===== config.mk =====
export PLATFORM = sky130hd
export DESIGN_NAME = fixed_partition_fit_allocator_core
export DESIGN_NICKNAME = d
export VERILOG_FILES = /design/src/rtl/fpfa_pkg.sv /design/src/rtl/fixed_partition_fit_allocator_core.sv /design/src/rtl/fpfa_ram.sv /design/src/rtl/fpfa_pick.sv
export SDC_FILE = /design/constraint.sdc
export NUM_CORES = 1
export LEC_CHECK = 0
export BUFFER_PORTS_ARGS = -buffer_cell sky130_fd_sc_hd__buf_4
export CORE_MARGIN = 3
export CORE_UTILIZATION = 60
export CTS_CLUSTER_DIAMETER = 60
export CTS_CLUSTER_SIZE = 14
export DETAILED_ROUTE_END_ITERATION = 8
export PLACE_DENSITY = 0.85
export SLEW_MARGIN = 20
export SYNTH_ARGS = -nofsm -noshare
export SYNTH_HDL_FRONTEND = slang
export SYNTH_SLANG_ARGS = --single-unit

===== constraint.sdc =====
create_clock -name i_clk -period 14.4 [get_ports i_clk]
set_clock_uncertainty 0.15 [all_clocks]
set_input_delay 0.72 -clock i_clk [delete_from_list [all_inputs] [get_ports i_clk]]
set_output_delay 0.72 -clock i_clk [all_outputs]
set_load 0.02 [all_outputs]

===== src/rtl/fpfa_pkg.sv =====
// Shared constants and types of the fixed-partition fit allocator.
`default_nettype none
package fpfa_pkg;

    // Field widths of the item ports
    localparam int FUNC_W = 2;
    localparam int PIDX_W = 3;
    localparam int AMT_W  = 16;
    localparam int MODE_W = 2;

    // Default sizing of the partition table
    localparam int PARTITIONS_DEF = 8;
    localparam int SIZE_BITS_DEF  = 16;

    // Function codes of an input item
    localparam logic [FUNC_W-1:0] FUNC_LOAD  = 2'd0;
    localparam logic [FUNC_W-1:0] FUNC_ALLOC = 2'd1;
    localparam logic [FUNC_W-1:0] FUNC_CLEAR = 2'd2;

    // Fit modes; the unused code behaves as first fit
    localparam logic [MODE_W-1:0] MODE_FIRST = 2'd0;
    localparam logic [MODE_W-1:0] MODE_BEST  = 2'd1;
    localparam logic [MODE_W-1:0] MODE_WORST = 2'd2;

    // Control from the sequencer to the pick unit
    typedef struct packed {
        logic              clr;
        logic              step;
        logic [MODE_W-1:0] mode;
    } t_pick_ctl;

endpackage
`default_nettype wire


===== src/rtl/fixed_partition_fit_allocator_core.sv =====
// Top level of the fixed-partition fit allocator: sequencer, table memory, flags.
//
// The partition table (size and occupant size per entry) sits in one RAM with a
// registered read; occupied marks and size-written marks are flip-flops, so
// reset and a clear item take effect at once and no clearing pass is needed.
// A load item goes in steps: the table read issued at acceptance returns and is
// written back, then the result is handed to the output register; a clear or an
// ignored item goes straight to the output register; for an allocate item the
// sequencer reads one table entry per cycle through the single RAM read port,
// compares it in the pick unit, then writes the chosen entry back. One item is
// in work at a time; the next one is taken while the previous result still waits
// in the output register, as long as that result has been handed to the output
// register. fit_mode may be written at any time the block is idle; unused fit
// mode 3 acts as first fit.
`default_nettype none
module fixed_partition_fit_allocator_core #(
    parameter int PARTITIONS = fpfa_pkg::PARTITIONS_DEF,
    parameter int SIZE_BITS  = fpfa_pkg::SIZE_BITS_DEF
) (
    input  wire logic                          i_clk,
    input  wire logic                          i_rst_n,
    input  wire logic                          i_cfg_valid,
    output logic                               o_cfg_ready,
    input  wire logic [fpfa_pkg::MODE_W-1:0]   i_cfg_fit_mode,
    input  wire logic                          i_in_valid,
    output logic                               o_in_ready,
    input  wire logic [fpfa_pkg::FUNC_W-1:0]   i_func,
    input  wire logic [fpfa_pkg::PIDX_W-1:0]   i_part_index,
    input  wire logic [fpfa_pkg::AMT_W-1:0]    i_amount,
    output logic                               o_out_valid,
    input  wire logic                          i_out_ready,
    output logic                               o_granted,
    output logic [fpfa_pkg::PIDX_W-1:0]        o_chosen_index,
    output logic                               o_no_fit
);
    import fpfa_pkg::*;

    localparam int IDX_W = $clog2(PARTITIONS);
    localparam int CNT_W = IDX_W + 1;
    localparam int ENT_W = 2 * SIZE_BITS;
    localparam int PIX_W = IDX_W + PIDX_W;
    localparam int AMX_W = SIZE_BITS + AMT_W;

    // Sequencer states
    localparam logic [2:0] S_IDLE = 3'd0;
    localparam logic [2:0] S_LDWR = 3'd1;
    localparam logic [2:0] S_SCAN = 3'd2;
    localparam logic [2:0] S_WB   = 3'd3;
    localparam logic [2:0] S_RESP = 3'd4;

    logic [2:0]            r_state;
    logic [2:0]            n_state;
    logic [MODE_W-1:0]     r_mode;
    logic [PARTITIONS-1:0] r_busy;
    logic [PARTITIONS-1:0] n_busy;
    logic [PARTITIONS-1:0] r_size_vld;
    logic [PARTITIONS-1:0] n_size_vld;
    logic [CNT_W-1:0]      r_cnt;
    logic [CNT_W-1:0]      n_cnt;
    logic                  r_rd_vld;
    logic                  n_rd_vld;
    logic [IDX_W-1:0]      r_cmp_idx;
    logic [IDX_W-1:0]      n_cmp_idx;
    logic [IDX_W-1:0]      r_pidx;
    logic [IDX_W-1:0]      n_pidx;
    logic [SIZE_BITS-1:0]  r_amt;
    logic [SIZE_BITS-1:0]  n_amt;
    logic                  r_res_g;
    logic                  n_res_g;
    logic [PIDX_W-1:0]     r_res_idx;
    logic [PIDX_W-1:0]     n_res_idx;
    logic                  r_res_nf;
    logic                  n_res_nf;
    logic                  r_out_vld;
    logic                  n_out_vld;
    logic                  r_out_g;
    logic                  n_out_g;
    logic [PIDX_W-1:0]     r_out_idx;
    logic [PIDX_W-1:0]     n_out_idx;
    logic                  r_out_nf;
    logic                  n_out_nf;

    logic                  w_in_fire;
    logic [PIX_W-1:0]      w_pidx_ext;
    logic                  w_pidx_ok;
    logic [AMX_W-1:0]      w_amt_ext;
    logic [IDX_W-1:0]      w_raddr;
    logic                  w_we;
    logic [IDX_W-1:0]      w_waddr;
    logic [ENT_W-1:0]      w_wdata;
    logic [ENT_W-1:0]      w_rdata;
    logic [SIZE_BITS-1:0]  w_cand_size;
    logic [PIX_W-1:0]      w_pick_ext;
    t_pick_ctl             w_ctl;
    logic                  w_found;
    logic [IDX_W-1:0]      w_pick;
    logic [SIZE_BITS-1:0]  w_best;

    // Partition table: occupant size in the upper half, partition size below
    fpfa_ram #(
        .WIDTH (ENT_W),
        .DEPTH (PARTITIONS)
    ) u_table (
        .i_clk   (i_clk),
        .i_we    (w_we),
        .i_waddr (w_waddr),
        .i_wdata (w_wdata),
        .i_raddr (w_raddr),
        .o_rdata (w_rdata)
    );

    fpfa_pick #(
        .PARTITIONS (PARTITIONS),
        .SIZE_BITS  (SIZE_BITS)
    ) u_pick (
        .i_clk   (i_clk),
        .i_rst_n (i_rst_n),
        .i_ctl   (w_ctl),
        .i_free  (!r_busy[r_cmp_idx]),
        .i_size  (w_cand_size),
        .i_idx   (r_cmp_idx),
        .i_req   (r_amt),
        .o_found (w_found),
        .o_pick  (w_pick),
        .o_best  (w_best)
    );

    // Decode the input beat
    assign o_in_ready  = (r_state == S_IDLE);
    assign o_cfg_ready = 1'b1;
    assign w_in_fire   = i_in_valid && o_in_ready;
    assign w_pidx_ext  = PIX_W'(i_part_index);
    assign w_pidx_ok   = (w_pidx_ext < PIX_W'(PARTITIONS));
    assign w_amt_ext   = AMX_W'(i_amount);
    assign w_raddr     = (r_state == S_IDLE) ? w_pidx_ext[IDX_W-1:0] : r_cnt[IDX_W-1:0];
    assign w_pick_ext  = PIX_W'(w_pick);
    // An entry never loaded reads as size zero
    assign w_cand_size = r_size_vld[r_cmp_idx] ? w_rdata[SIZE_BITS-1:0] : '0;

    // Sequencer
    always_comb begin
        n_state    = r_state;
        n_busy     = r_busy;
        n_size_vld = r_size_vld;
        n_cnt      = r_cnt;
        n_rd_vld   = 1'b0;
        n_cmp_idx  = r_cmp_idx;
        n_pidx     = r_pidx;
        n_amt      = r_amt;
        n_res_g    = r_res_g;
        n_res_idx  = r_res_idx;
        n_res_nf   = r_res_nf;
        n_out_vld  = r_out_vld && !i_out_ready;
        n_out_g    = r_out_g;
        n_out_idx  = r_out_idx;
        n_out_nf   = r_out_nf;
        w_we       = 1'b0;
        w_waddr    = r_pidx;
        w_wdata    = {w_rdata[ENT_W-1:SIZE_BITS], r_amt};
        w_ctl.clr  = 1'b0;
        w_ctl.step = 1'b0;
        w_ctl.mode = r_mode;

        unique case (r_state)
            S_IDLE: begin
                if (w_in_fire) begin
                    n_pidx    = w_pidx_ext[IDX_W-1:0];
                    n_amt     = w_amt_ext[SIZE_BITS-1:0];
                    n_res_g   = 1'b0;
                    n_res_idx = '0;
                    n_res_nf  = 1'b0;
                    n_state   = S_RESP;
                    case (i_func)
                        FUNC_LOAD: begin
                            if (w_pidx_ok) begin
                                n_state = S_LDWR;
                            end
                        end
                        FUNC_ALLOC: begin
                            n_cnt     = '0;
                            w_ctl.clr = 1'b1;
                            n_state   = S_SCAN;
                        end
                        FUNC_CLEAR: begin
                            n_busy  = '0;
                            n_res_g = 1'b1;
                        end
                        default: begin
                        end
                    endcase
                end
            end
            S_LDWR: begin
                // Change the size, keep the occupant
                w_we               = 1'b1;
                n_size_vld[r_pidx] = 1'b1;
                n_res_g            = 1'b1;
                n_state            = S_RESP;
            end
            S_SCAN: begin
                // Issue one read per cycle, compare the one that came back
                w_ctl.step = r_rd_vld;
                if (r_cnt == CNT_W'(PARTITIONS)) begin
                    n_state = S_WB;
                end else begin
                    n_cnt     = r_cnt + CNT_W'(1);
                    n_rd_vld  = 1'b1;
                    n_cmp_idx = r_cnt[IDX_W-1:0];
                end
            end
            S_WB: begin
                if (w_found) begin
                    w_we               = 1'b1;
                    w_waddr            = w_pick;
                    w_wdata            = {r_amt, w_best};
                    n_busy[w_pick]     = 1'b1;
                    n_size_vld[w_pick] = 1'b1;
                    n_res_g            = 1'b1;
                    n_res_idx          = w_pick_ext[PIDX_W-1:0];
                end else begin
                    n_res_nf = 1'b1;
                end
                n_state = S_RESP;
            end
            S_RESP: begin
                // Hand the result over once the output register is free
                if (!r_out_vld || i_out_ready) begin
                    n_out_vld = 1'b1;
                    n_out_g   = r_res_g;
                    n_out_idx = r_res_idx;
                    n_out_nf  = r_res_nf;
                    n_state   = S_IDLE;
                end
            end
            default: begin
                n_state = S_IDLE;
            end
        endcase
    end

    // Control registers
    always_ff @(posedge i_clk) begin
        if (!i_rst_n) begin
            r_state    <= S_IDLE;
            r_mode     <= MODE_FIRST;
            r_busy     <= '0;
            r_size_vld <= '0;
            r_cnt      <= '0;
            r_rd_vld   <= 1'b0;
            r_out_vld  <= 1'b0;
        end else begin
            r_state    <= n_state;
            r_busy     <= n_busy;
            r_size_vld <= n_size_vld;
            r_cnt      <= n_cnt;
            r_rd_vld   <= n_rd_vld;
            r_out_vld  <= n_out_vld;
            if (i_cfg_valid) begin
                r_mode <= i_cfg_fit_mode;
            end
        end
    end

    // Payload registers
    always_ff @(posedge i_clk) begin
        r_cmp_idx <= n_cmp_idx;
        r_pidx    <= n_pidx;
        r_amt     <= n_amt;
        r_res_g   <= n_res_g;
        r_res_idx <= n_res_idx;
        r_res_nf  <= n_res_nf;
        r_out_g   <= n_out_g;
        r_out_idx <= n_out_idx;
        r_out_nf  <= n_out_nf;
    end

    assign o_out_valid    = r_out_vld;
    assign o_granted      = r_out_g;
    assign o_chosen_index = r_out_idx;
    assign o_no_fit       = r_out_nf;

`ifndef SYNTH
    // A granted allocation leaves its partition occupied
    a_grant_marks_busy: assert property (@(posedge i_clk) disable iff (!i_rst_n)
        (r_state == S_WB && w_found) |=> r_busy[$past(w_pick)])
        else $error("granted partition not marked busy");

    // A result is never both a grant and a refusal
    a_grant_xor_nofit: assert property (@(posedge i_clk) disable iff (!i_rst_n)
        o_out_valid |-> !(o_granted && o_no_fit))
        else $error("grant and no_fit both set");

    // The scan counter stays within the table
    a_cnt_range: assert property (@(posedge i_clk) disable iff (!i_rst_n)
        r_cnt <= CNT_W'(PARTITIONS))
        else $error("scan counter out of range");

    // An accepted item always leaves the idle state
    a_accept_leaves_idle: assert property (@(posedge i_clk) disable iff (!i_rst_n)
        w_in_fire |=> (r_state != S_IDLE))
        else $error("accepted item did not start work");
`endif
endmodule
`default_nettype wire


===== src/rtl/fpfa_ram.sv =====
// Generic single-port-write, single-port-read RAM with registered read data.
`default_nettype none
module fpfa_ram #(
    parameter int WIDTH = 32,
    parameter int DEPTH = 8
) (
    input  wire logic                     i_clk,
    input  wire logic                     i_we,
    input  wire logic [$clog2(DEPTH)-1:0] i_waddr,
    input  wire logic [WIDTH-1:0]         i_wdata,
    input  wire logic [$clog2(DEPTH)-1:0] i_raddr,
    output logic      [WIDTH-1:0]         o_rdata
);
    logic [WIDTH-1:0] r_mem [DEPTH];

    // Write port
    always_ff @(posedge i_clk) begin
        if (i_we) begin
            r_mem[i_waddr] <= i_wdata;
        end
    end

    // Registered read port
    always_ff @(posedge i_clk) begin
        o_rdata <= r_mem[i_raddr];
    end
endmodule
`default_nettype wire


===== src/rtl/fpfa_pick.sv =====
// Pick unit: tracks the chosen partition while the table is scanned.
`default_nettype none
module fpfa_pick #(
    parameter int PARTITIONS = fpfa_pkg::PARTITIONS_DEF,
    parameter int SIZE_BITS  = fpfa_pkg::SIZE_BITS_DEF
) (
    input  wire logic                          i_clk,
    input  wire logic                          i_rst_n,
    input  wire fpfa_pkg::t_pick_ctl           i_ctl,
    input  wire logic                          i_free,
    input  wire logic [SIZE_BITS-1:0]          i_size,
    input  wire logic [$clog2(PARTITIONS)-1:0] i_idx,
    input  wire logic [SIZE_BITS-1:0]          i_req,
    output logic                               o_found,
    output logic [$clog2(PARTITIONS)-1:0]      o_pick,
    output logic [SIZE_BITS-1:0]               o_best
);
    import fpfa_pkg::*;

    localparam int IDX_W = $clog2(PARTITIONS);

    logic                 r_found;
    logic                 n_found;
    logic [IDX_W-1:0]     r_pick;
    logic [IDX_W-1:0]     n_pick;
    logic [SIZE_BITS-1:0] r_best;
    logic [SIZE_BITS-1:0] n_best;
    logic                 w_fits;
    logic                 w_take;

    // Decide whether the candidate replaces the current pick
    always_comb begin
        w_fits = i_free && (i_size >= i_req);
        w_take = 1'b0;
        if (w_fits) begin
            if (!r_found) begin
                w_take = 1'b1;
            end else if (i_ctl.mode == MODE_BEST) begin
                w_take = (i_size < r_best);
            end else if (i_ctl.mode == MODE_WORST) begin
                w_take = (i_size > r_best);
            end
        end
        n_found = r_found;
        n_pick  = r_pick;
        n_best  = r_best;
        if (i_ctl.clr) begin
            n_found = 1'b0;
        end else if (i_ctl.step && w_take) begin
            n_found = 1'b1;
            n_pick  = i_idx;
            n_best  = i_size;
        end
    end

    // Hold the found flag under reset
    always_ff @(posedge i_clk) begin
        if (!i_rst_n) begin
            r_found <= 1'b0;
        end else begin
            r_found <= n_found;
        end
    end

    always_ff @(posedge i_clk) begin
        r_pick <= n_pick;
        r_best <= n_best;
    end

    assign o_found = r_found;
    assign o_pick  = r_pick;
    assign o_best  = r_best;
endmodule
`default_nettype wire


-- Word-level counts from Yosys, hierarchy flattened
Memories as Yosys holds them, arrays and structs flattened. A register that Yosys moved wholly into a read port is not among the register bits.
Index checks and enable logic that the tools add are counted.
- memories: 1
- word-level logic and storage cells: 138
- bits in writable memories: 256
- register bits: 79
- memory list (memory ; depth ; width ; read ports ; clocked after Yosys merged registers in ; write ports ; line ; text):
    u_table.r_mem ; 8 ; 32 ; 1 ; 1 ; 1 ; fpfa_ram.sv:14 ; logic [WIDTH-1:0] r_mem [DEPTH];
- reduce and logical (&&, ||, !) cells: 30
- equal/unequal tests: 17
- magnitude comparators: 9
- bitwise operators: 6
- $add $sub $neg: 1
- multiplexer cells: 55
- operator list (kind ; number):
    $mux W32 ; 2
    $mux W8 ; 4
    $pmux W8 S2 ; 2
    $mux W3 ; 9
    $or A8 B8 Y8 ; 3
    $mux W1 ; 23
    $ge A16 B16 Y1 ; 1
    $gt A16 B16 Y1 ; 1
    $lt A16 B16 Y1 ; 1
    $lt A3 B4 Y1 const B ; 4
    $mux W16 ; 1
    $mux W4 ; 3
    $pmux W3 S2 ; 2
    $pmux W3 S4 ; 1
    $reduce_and A2 Y1 ; 6
    $reduce_and A3 Y1 ; 4
    $ne A2 B1 Y1 const B ; 4
    $ne A2 B2 Y1 const B ; 4
    $pmux W4 S2 ; 1
    $reduce_and A4 Y1 ; 2
    $bmux W1 S3 ; 2
    $demux W1 S3 ; 2
    $eq A3 B2 Y1 const B ; 2
    $ge A3 B1 Y1 const B ; 2
    17 further kinds ; 32

-- Longest topological paths before layout
Gate-level depths: netlist of the first run.
- depth after elaboration: 10
- mapped depth: 13
- mapped depth without buffers: 11

-- By module
Synthesis of the first run repeated with hierarchy kept, for this count alone.
- cell total of the unflattened synthesis: 897
- area, all modules: 15056.9 µm²
- modules (own cells, without submodules) (module ; times used ; sequential area each (µm²) ; area each (µm²) ; cells each):
    fpfa_ram ; 1 ; 8328.0 ; 10466.3 ; 415
    fixed_partition_fit_allocator_core ; 1 ; 1501.4 ; 3148.0 ; 346
    fpfa_pick ; 1 ; 590.6 ; 1442.6 ; 136

-- Worst setup path before layout of the first run
OpenSTA, ideal clock, no wires.
- kind: register -> register
- start: register r_cmp_idx[0]
- end: register u_pick.r_best[0], in the netlist u_pick.o_best[0] (enable)
- setup time: 0.431 ns
- cell stages (with the launch flop): 14
- data arrival time: 4.371 ns
- data required time: 13.819 ns
- setup slack: 9.449 ns
- clock period less this slack: 4.951 ns
- path buffers: 2
- path through: edfxtp_1 buf_6 mux2_4 o2bb2ai_2 nor2_1 clkbuf_1 and2_1 ha_1 a21oi_1 o21ai_0 a221oi_1 nand3b_1 or4b_1 a311oi_1
- word-level cells in the longest chain between the ends: 10
- RTL lines (item ; line ; text):
    from (decl) ; fixed_partition_fit_allocator_core.sv:62 ; logic [IDX_W-1:0] r_cmp_idx;
    from (signal assigned) ; fixed_partition_fit_allocator_core.sv:266 ; r_cmp_idx <= n_cmp_idx;
    $bmux W1 S3 * ; fixed_partition_fit_allocator_core.sv:138 ; assign w_cand_size = r_size_vld[r_cmp_idx] ? w_rdata[SIZE_BITS-1:0] : '0;
    $mux W1 (not written as such) * ; fixed_partition_fit_allocator_core.sv:138 ;
    $mux W16 * ; fixed_partition_fit_allocator_core.sv:138 ;
    via u_pick.i_size[7] ; fpfa_pick.sv:11 ; input wire logic [SIZE_BITS-1:0] i_size,
    $gt A16 B16 Y1 ; fpfa_pick.sv:41 ; w_take = (i_size > r_best);
    $mux W1 ; fpfa_pick.sv:40 ; end else if (i_ctl.mode == MODE_WORST) begin
    $mux W1 ; fpfa_pick.sv:38 ; end else if (i_ctl.mode == MODE_BEST) begin
    $mux W1 ; fpfa_pick.sv:36 ; if (!r_found) begin
    $mux W1 * ; fpfa_pick.sv:35 ; if (w_fits) begin
    $logic_and A1 B1 Y1 * ; fpfa_pick.sv:49 ; end else if (i_ctl.step && w_take) begin
    $reduce_and A2 Y1 (no source line) * ; - ;
    to (signal assigned) ; fpfa_pick.sv:67 ; r_best <= n_best;
    to (decl) ; fpfa_pick.sv:26 ; logic [SIZE_BITS-1:0] r_best;
The timed path passes the listed nets; every way through them passes the cells marked *. The select of a mux whose other input is x is not followed.
A chain may end at the register's enable or synchronous reset.

-- Worst setup path after layout of the first run
- start: register r_cmp_idx[0]
- end: register u_pick.r_best[2], in the netlist u_pick.o_best[2] (enable)
Same word-level chain as after synthesis.

==> out/results.tsv, run 1 <==
stage	metric	value	unit
outcome	outcome	finished, final reports clean	
power_and_ir_drop	p_sw	290	uW
global_routing	grt_pass1_wl	29.3	mm
sta	fmax	0.204	GHz
floorplan	chipWidth	130	um
critical_path	cp-end-kind	flop	
global_routing	grt_max_degree	38	
floorplan	initial_core_util	0.623	
detailed_routing	wl_met1	7.31	mm
clocking	path_clk_slew	0.07	ns
finish	antennaDiodeCount	0	
clocking	post_cts_buffers	0	
synthesis	syn_avg_cell_area	15.5	sq um
synthesis	synth-xor-area-share	0.00286	
power_and_ir_drop	powerDensity	128	nW/um^2
finish	nNetsFinal	699	
clocking	h-tree-depth	1	
finish	drive_gt1_frac	0.198	
run	maxCapViolCount	0	
clocking	cts_buffers	19	
synthesis	synth.area.mux_share	0.120	
placement	portBuffers	34	
synthesis	synthArstFlopShare	0	
placement	gp_congestion	0.885	
synthesis	synthCells	591	
power_and_ir_drop	p_total	1320	uW
synthesis	netlist_area	9190	sq um
global_routing	grtUsageTotal	0.230	
power_and_ir_drop	intPower	1030	uW
synthesis	ys_types	49	
min_path	min_path_type	primary input to flop	
sta	holdWs	0.257	ns
power_and_ir_drop	p_seq_frac	0.556	
sta	finalHoldViolations	0	
placement	dp_hpwl	11.5	mm
synthesis	post_synth_fa_ha_maj_area_fraction	0.0436	
synthesis	synth_nets	651	
detailed_routing	dr.max_layer_used	met4	
clocking	post_cts_resized	0	
finish	mostFrequentLayoutCells	179 x edfxtp_1, 46 x buf_4, 44 x dfxtp_1	
sta	maxSlewViolCount	0	
critical_path	timing.rr.start	r_cmp_idx[0]	
critical_path	crit_type	flop to flop	
synthesis	synth_seq_cells	223	
clocking	hold_buffers	0	
detailed_routing	first_pass_iters	5	
detailed_routing	wl_met3	1.14	mm
synthesis	yosysWarnings	0	
sta	rsz0062_at_grt	false	
critical_path	cp-endpoint	u_pick.o_best[2]	
sta	setup_viol	0	
floorplan	row_count	44	
critical_path	required	14.36	ns
detailed_routing	post_drt_wl_per_cell	22.0	um
floorplan	die-area	16800	sq um
detailed_routing	wirelength	18.4	mm
detailed_routing	drtIter0Drc	521	
critical_path	startpoint_type	flop	
sta	period_share	0.341	
sta	tightestPinTransition	1.04	ns
detailed_routing	wl_met2	9.49	mm
synthesis	yosys.area_share.simple	0.0746	
global_routing	grt_overflow	0	
clocking	clock_path_buffers	3	
detailed_routing	antenna_left	0	
sta	period_minus_slack	4.90	ns
clocking	cts_root_buf	clkbuf_16	
synthesis	synth_edf_count	179	
power_and_ir_drop	p_comb_frac	0.094	
placement	pre_cts_ws	9.44	ns
global_routing	grt_pass1_vias	5395	
sta	fin_setup_tns	0	ns
critical_path	cp-startpoint	r_cmp_idx[0]	
detailed_routing	route.vias.total	5146	
critical_path	r2r_setup_slack	9.50	ns
detailed_routing	drcViolationCount	0	
synthesis	yosysSeqAreaShare	0.681	
sta	relSlewSlack	0.306	
critical_path	cp_max_fo	19	
sta	fin_ws	9.50	ns
clocking	cts_sinks	223	
floorplan	dieHeight	130	um
clocking	cts_tree	yes	
critical_path	r2r_cells	11	
global_routing	antenna_found_initial	0	
power_and_ir_drop	peakVddDrop	0.120	mV
power_and_ir_drop	p_leak	0.00378	uW
finish	final_common_cell	edfxtp_1	
power_and_ir_drop	p_clk_frac	0.350	
synthesis	ys.flop_type	edfxtp_1	
synthesis	synth_compound_area_frac	0.0515	
floorplan	core-area	14800	sq um
clocking	clk_latency	0.49	ns
critical_path	timing.rr.end	u_pick.o_best[2]	
floorplan	ios	36	
finish	area_growth	11.6	%
power_and_ir_drop	swShare	0.220	
critical_path	arrival	4.86	ns
detailed_routing	vias_per_cell	6.16	
synthesis	synth_top_family_by_area	multiplexers	
-- sequential cells by signal, indices dropped and copies added (netlist names), 2 cells and up --
| name | cells |
|---|---|
| u_table.r_mem | 128 |
| o_chosen_index | 3 |
| r_cnt | 4 |
| u_pick.o_best | 16 |
| u_pick.o_pick | 3 |
| r_mode | 2 |
| r_amt | 16 |
| r_pidx | 3 |
| r_state | 3 |
| r_busy | 8 |
| u_table.o_rdata | 16 |
| r_size_vld | 8 |
| r_cmp_idx | 3 |
| r_res_idx | 3 |
-- worst max-delay path, stage by stage, from the launching register on --
cell and delay, ns:
edfxtp_1 0.55, mux2i_1 0.19, o2bb2ai_2 0.16, nor2_1 0.68
and2_1 0.28, ha_1 0.27, a21oi_1 0.16, o21ai_0 0.14
a221oi_1 0.34, nand3b_1 0.13, or4b_1 0.53, a311oi_4 0.93
-- area by class of cell --
type	count	area, sq um
Tap cell	184	230
Multi-Input combinational cell	311	2740
Clock buffer	33	528
Inverter	38	143
Timing Repair Buffer	46	345
Fill cell	975	4500
Sequential cell	223	6260
Clock inverter	1	8.76
-- worst min path at each step --
stage | start | endpoint | slack [ns] | cells past startpoint
detailed placement | r_res_idx[0] | o_chosen_index[0] | 0.26 | 0
floorplan | r_res_idx[0] | o_chosen_index[0] | 0.25 | 0
global placement | r_res_idx[2] | o_chosen_index[2] | 0.25 | 0
CTS | i_amount[13] | r_amt[13] | 0.23 | 1
finish | i_amount[13] | r_amt[13] | 0.26 | 1
global route | i_amount[12] | r_amt[12] | 0.24 | 1
-- synth_stat cells, types with 8 or more instances --
cell type | instances | share of area
inv_1 | 38 | 0.016
edfxtp_1 | 179 | 0.59
o21ai_0 | 18 | 0.0098
a21oi_1 | 21 | 0.011
nand2_1 | 33 | 0.013
ha_1 | 32 | 0.044
nand4_1 | 9 | 0.0061
nor2b_1 | 10 | 0.0068
dfxtp_1 | 44 | 0.096
mux2_2 | 19 | 0.023
and2_1 | 16 | 0.011
mux4_2 | 34 | 0.083
clkbuf_1 | 13 | 0.0053
nor2_1 | 37 | 0.015
mux2i_1 | 8 | 0.0087
o21a_1 | 9 | 0.0074
-- stage by stage --
stage / cells / cell area, sq um / util
detailed placement: 802 / 9710 / 0.658
CTS: 836 / 10300 / 0.695
global route: 836 / 10300 / 0.695
global placement: 802 / 9710 / 0.658
floorplan: 591 / 9190 / -
finish: 836 / 10300 / 0.695
-- power groups by stage --
| stage | clock, uW | combinational (uW) | sequential (uW) |
|---|---|---|---|
| CTS | 469 | 125 | 732 |
| global route | 495 | 138 | 734 |
| finish | 461 | 124 | 732 |
| global placement | 0 | 118 | 746 |
| detailed placement | 0 | 123 | 746 |
| floorplan | 0 | 89.1 | 741 |
-- routing by layer --
layer | global-route usage | vias to the layer above
li1 | - | 2326
met1 | 0.300 | 2592
met2 | 0.400 | 191
met3 | 0.0389 | 37
met4 | 0.0709 | 0
met5 | 0 | -
-- cell families (layout without fill, tap and decap cells) --
family	count (synthesis)	after routing
compound gates	75	75
fa+ha+maj	32	32
other cells	1	1
flops	223	223
mux	64	64
simple gates	136	136
xor+xnor	3	3
buf+inv	57	118
Note: power is estimated with default switching activity, not from simulation.
==> inputs of run 2 (changes only) <==
Clock period 14.4 ns to 4.6 ns, I/O delays scaled along.
==> run 2 against run 1 <==
Sequential share of layout area decreased by 1.9 points. Clock power rose to 3.1 times the previous value. Total power grew to 3.1 times the previous value. First-iteration DRC count fell by 9.2%. Die area unchanged. Global-route usage is 0.060 points lower. Hold slack better by 0.012 ns. Setup slack worse by 9.1 ns. Routed wire length rose by 1.4%. Final area is 3.3% higher. Maximum frequency up 17%. Count of clock-buffer cells in the layout unchanged. Critical path type unchanged.
==> out/results.tsv, run 2 (synthesized netlist as in run 1, its figures left out) <==
stage	metric	value	unit	change
power_and_ir_drop	p_seq_frac	0.553		-0.003
critical_path	timing.rr.end	u_pick.o_best[8]		
sta	fin_setup_tns	0	ns	unchanged
finish	antennaDiodeCount	0		unchanged
detailed_routing	drtIter0Drc	473		-9.2%
finish	drive_gt1_frac	0.194		-0.00426
sta	period_share	0.912		+0.571
critical_path	required	4.64	ns	-9.72 ns
sta	relSlewSlack	0.285		-0.0204
clocking	cts_buffers	19		unchanged
power_and_ir_drop	p_clk_frac	0.347		-0.003
finish	largest_register	u_table.r_mem		
clocking	path_clk_slew	0.07	ns	about the same
power_and_ir_drop	powerDensity	392	nW/um^2	+200%
placement	portBuffers	34		unchanged
sta	rsz0062_at_grt	false		
critical_path	cp_max_fo	15		-4
critical_path	timing.rr.start	r_cmp_idx[0]		
floorplan	ios	36		unchanged
clocking	cts_tree	yes		
sta	finalHoldViolations	0		unchanged
detailed_routing	antenna_left	0		unchanged
finish	mostFrequentLayoutCells	179 x edfxtp_1, 49 x buf_4, 44 x dfxtp_1		
power_and_ir_drop	peakVddDrop	0.358	mV	+200%
clocking	post_cts_buffers	0		unchanged
finish	largest_reg_flops	128		unchanged
min_path	worstHoldStart	r_res_idx[2]		
power_and_ir_drop	intPower	3240	uW	+220%
critical_path	startpoint_type	flop		
placement	dpl-instance-area	9730	sq um	+0.12%
finish	nNetsFinal	734		+5.0%
placement	dp_hpwl	11.6	mm	+0.81%
clocking	cts_root_buf	clkbuf_16		
critical_path	crit_type	flop to flop		
power_and_ir_drop	p_total	4140	uW	+210%
detailed_routing	first_pass_iters	5		unchanged
sta	period_minus_slack	4.19	ns	-0.710 ns
clocking	clock_path_buffers	3		unchanged
floorplan	core-area	14800	sq um	unchanged
outcome	outcome	finished, final reports clean		
sta	setup_viol	0		unchanged
critical_path	arrival	4.24	ns	-0.62 ns
critical_path	cp-end-kind	flop		
min_path	worstHoldPathCells	0		-1
detailed_routing	wirelength	18.6	mm	+1.4%
placement	gp_congestion	0.907		+2.5%
floorplan	die-area	16800	sq um	unchanged
global_routing	grtUsageTotal	0.229		-0.000604
floorplan	chipWidth	130	um	unchanged
run	maxCapViolCount	0		unchanged
finish	final_common_cell	edfxtp_1		
power_and_ir_drop	p_comb_frac	0.100		+0.006
detailed_routing	vias_per_cell	6.05		-1.8%
global_routing	grt_pass1_wl	29.2	mm	-0.56%
finish	area_growth	15.2	%	
clocking	h-tree-depth	1		unchanged
floorplan	initial_core_util	0.623		unchanged
min_path	min_to	o_chosen_index[2]		
clocking	cts_sinks	223		unchanged
detailed_routing	drcViolationCount	0		unchanged
min_path	min_path_type	flop to flop		
sta	maxSlewViolCount	0		unchanged
detailed_routing	route.vias.total	5267		+2.4%
global_routing	antenna_found_initial	0		unchanged
sta	tightestPinTransition	1.07	ns	+0.0306 ns
power_and_ir_drop	p_sw	907	uW	+210%
floorplan	dieHeight	130	um	unchanged
critical_path	r2r_setup_slack	0.41	ns	-9.09 ns
global_routing	grt_max_degree	39		+2.6%
power_and_ir_drop	swShare	0.219		-0.00101
global_routing	grt_overflow	0		unchanged
floorplan	row_count	44		unchanged
global_routing	grt_pass1_vias	5512		+2.2%
detailed_routing	post_drt_wl_per_cell	21.4	um	-2.7%
sta	fmax	0.238	GHz	+17%
critical_path	r2r_cells	12		+1
power_and_ir_drop	p_leak	0.00394	uW	+4.1%
clocking	clk_latency	0.49	ns	about the same
finish	final_area	10600	sq um	+3.3%
run 2: routing by layer:
| metal | vias up | share of wire | routed length, um | track usage |
|---|---|---|---|---|
| met5 | - | 0 | 0 | 0 |
| met4 | 0 | 0.038 | 717 | 0.0929 |
| met3 | 56 | 0.050 | 930 | 0.0311 |
| met2 | 186 | 0.51 | 9480 | 0.390 |
| met1 | 2628 | 0.40 | 7510 | 0.303 |
| li1 | 2397 | - | - | - |
run 2: through the flow:
stage	hold WS [ns]	instances	util	worst slack [ns]
after floorplan	0.179	591	-	0.271
after global placement	0.251	805	0.659	0.414
after detailed placement	0.255	805	0.659	0.204
after CTS	0.270	871	0.717	0.155
after global routing	0.274	871	0.717	0.155
final	0.269	871	0.717	0.406
run 2: how the worst max path moves through the flow:
| stage | end | depth (start not counted) | start | slack [ns] |
|---|---|---|---|---|
| final | u_pick.o_best[8] | 12 | r_cmp_idx[0] | 0.41 |
| after global routing | u_pick.o_best[8] | 12 | r_cmp_idx[0] | 0.16 |
| after CTS | u_pick.o_best[8] | 12 | r_cmp_idx[0] | 0.16 |
| after detailed placement | u_pick.o_best[15] | 12 | r_cmp_idx[0] | 0.20 |
| after global placement | u_pick.o_best[15] | 12 | r_cmp_idx[0] | 0.41 |
| after floorplan | u_pick.o_best[0] | 13 | r_cmp_idx[0] | 0.27 |
run 2: layout make-up:
| cell class | instances | area, sq um |
|---|---|---|
| Sequential cell | 223 | 6260 |
| Fill cell | 900 | 4170 |
| Multi-Input combinational cell | 311 | 2730 |
| Timing Repair Buffer | 81 | 688 |
| Clock buffer | 33 | 528 |
| Tap cell | 184 | 230 |
| Inverter | 38 | 143 |
| Clock inverter | 1 | 8.76 |
run 2: critical path: stages, from the launching register on:
cell       delay, ns
edfxtp_1        0.55
mux2i_1         0.20
o2bb2ai_2       0.16
nor2_2          0.50
and2_1          0.27
ha_1            0.27
a21oi_1         0.18
o21ai_0         0.11
a221oi_1        0.30
nand3b_1        0.14
or4b_1          0.50
a311oi_2        0.32
buf_4           0.25
run 2: timing repair:
item | CTS | global route
resized for setup | 0 | 1
endpoints found under the setup margin | 0 | 19
hold endpoints to repair | 35 | 0
hold buffers | 32 | 0
run 2: power by group through the flow:
stage / combinational, uW / clock (uW) / sequential [uW]
6_report: 413 / 1440 / 2290
3_5_place_dp: 388 / 0 / 2330
5_1_grt: 454 / 1530 / 2300
4_1_cts: 414 / 1460 / 2290
3_3_place_gp: 369 / 0 / 2330
2_1_floorplan: 279 / 0 / 2320
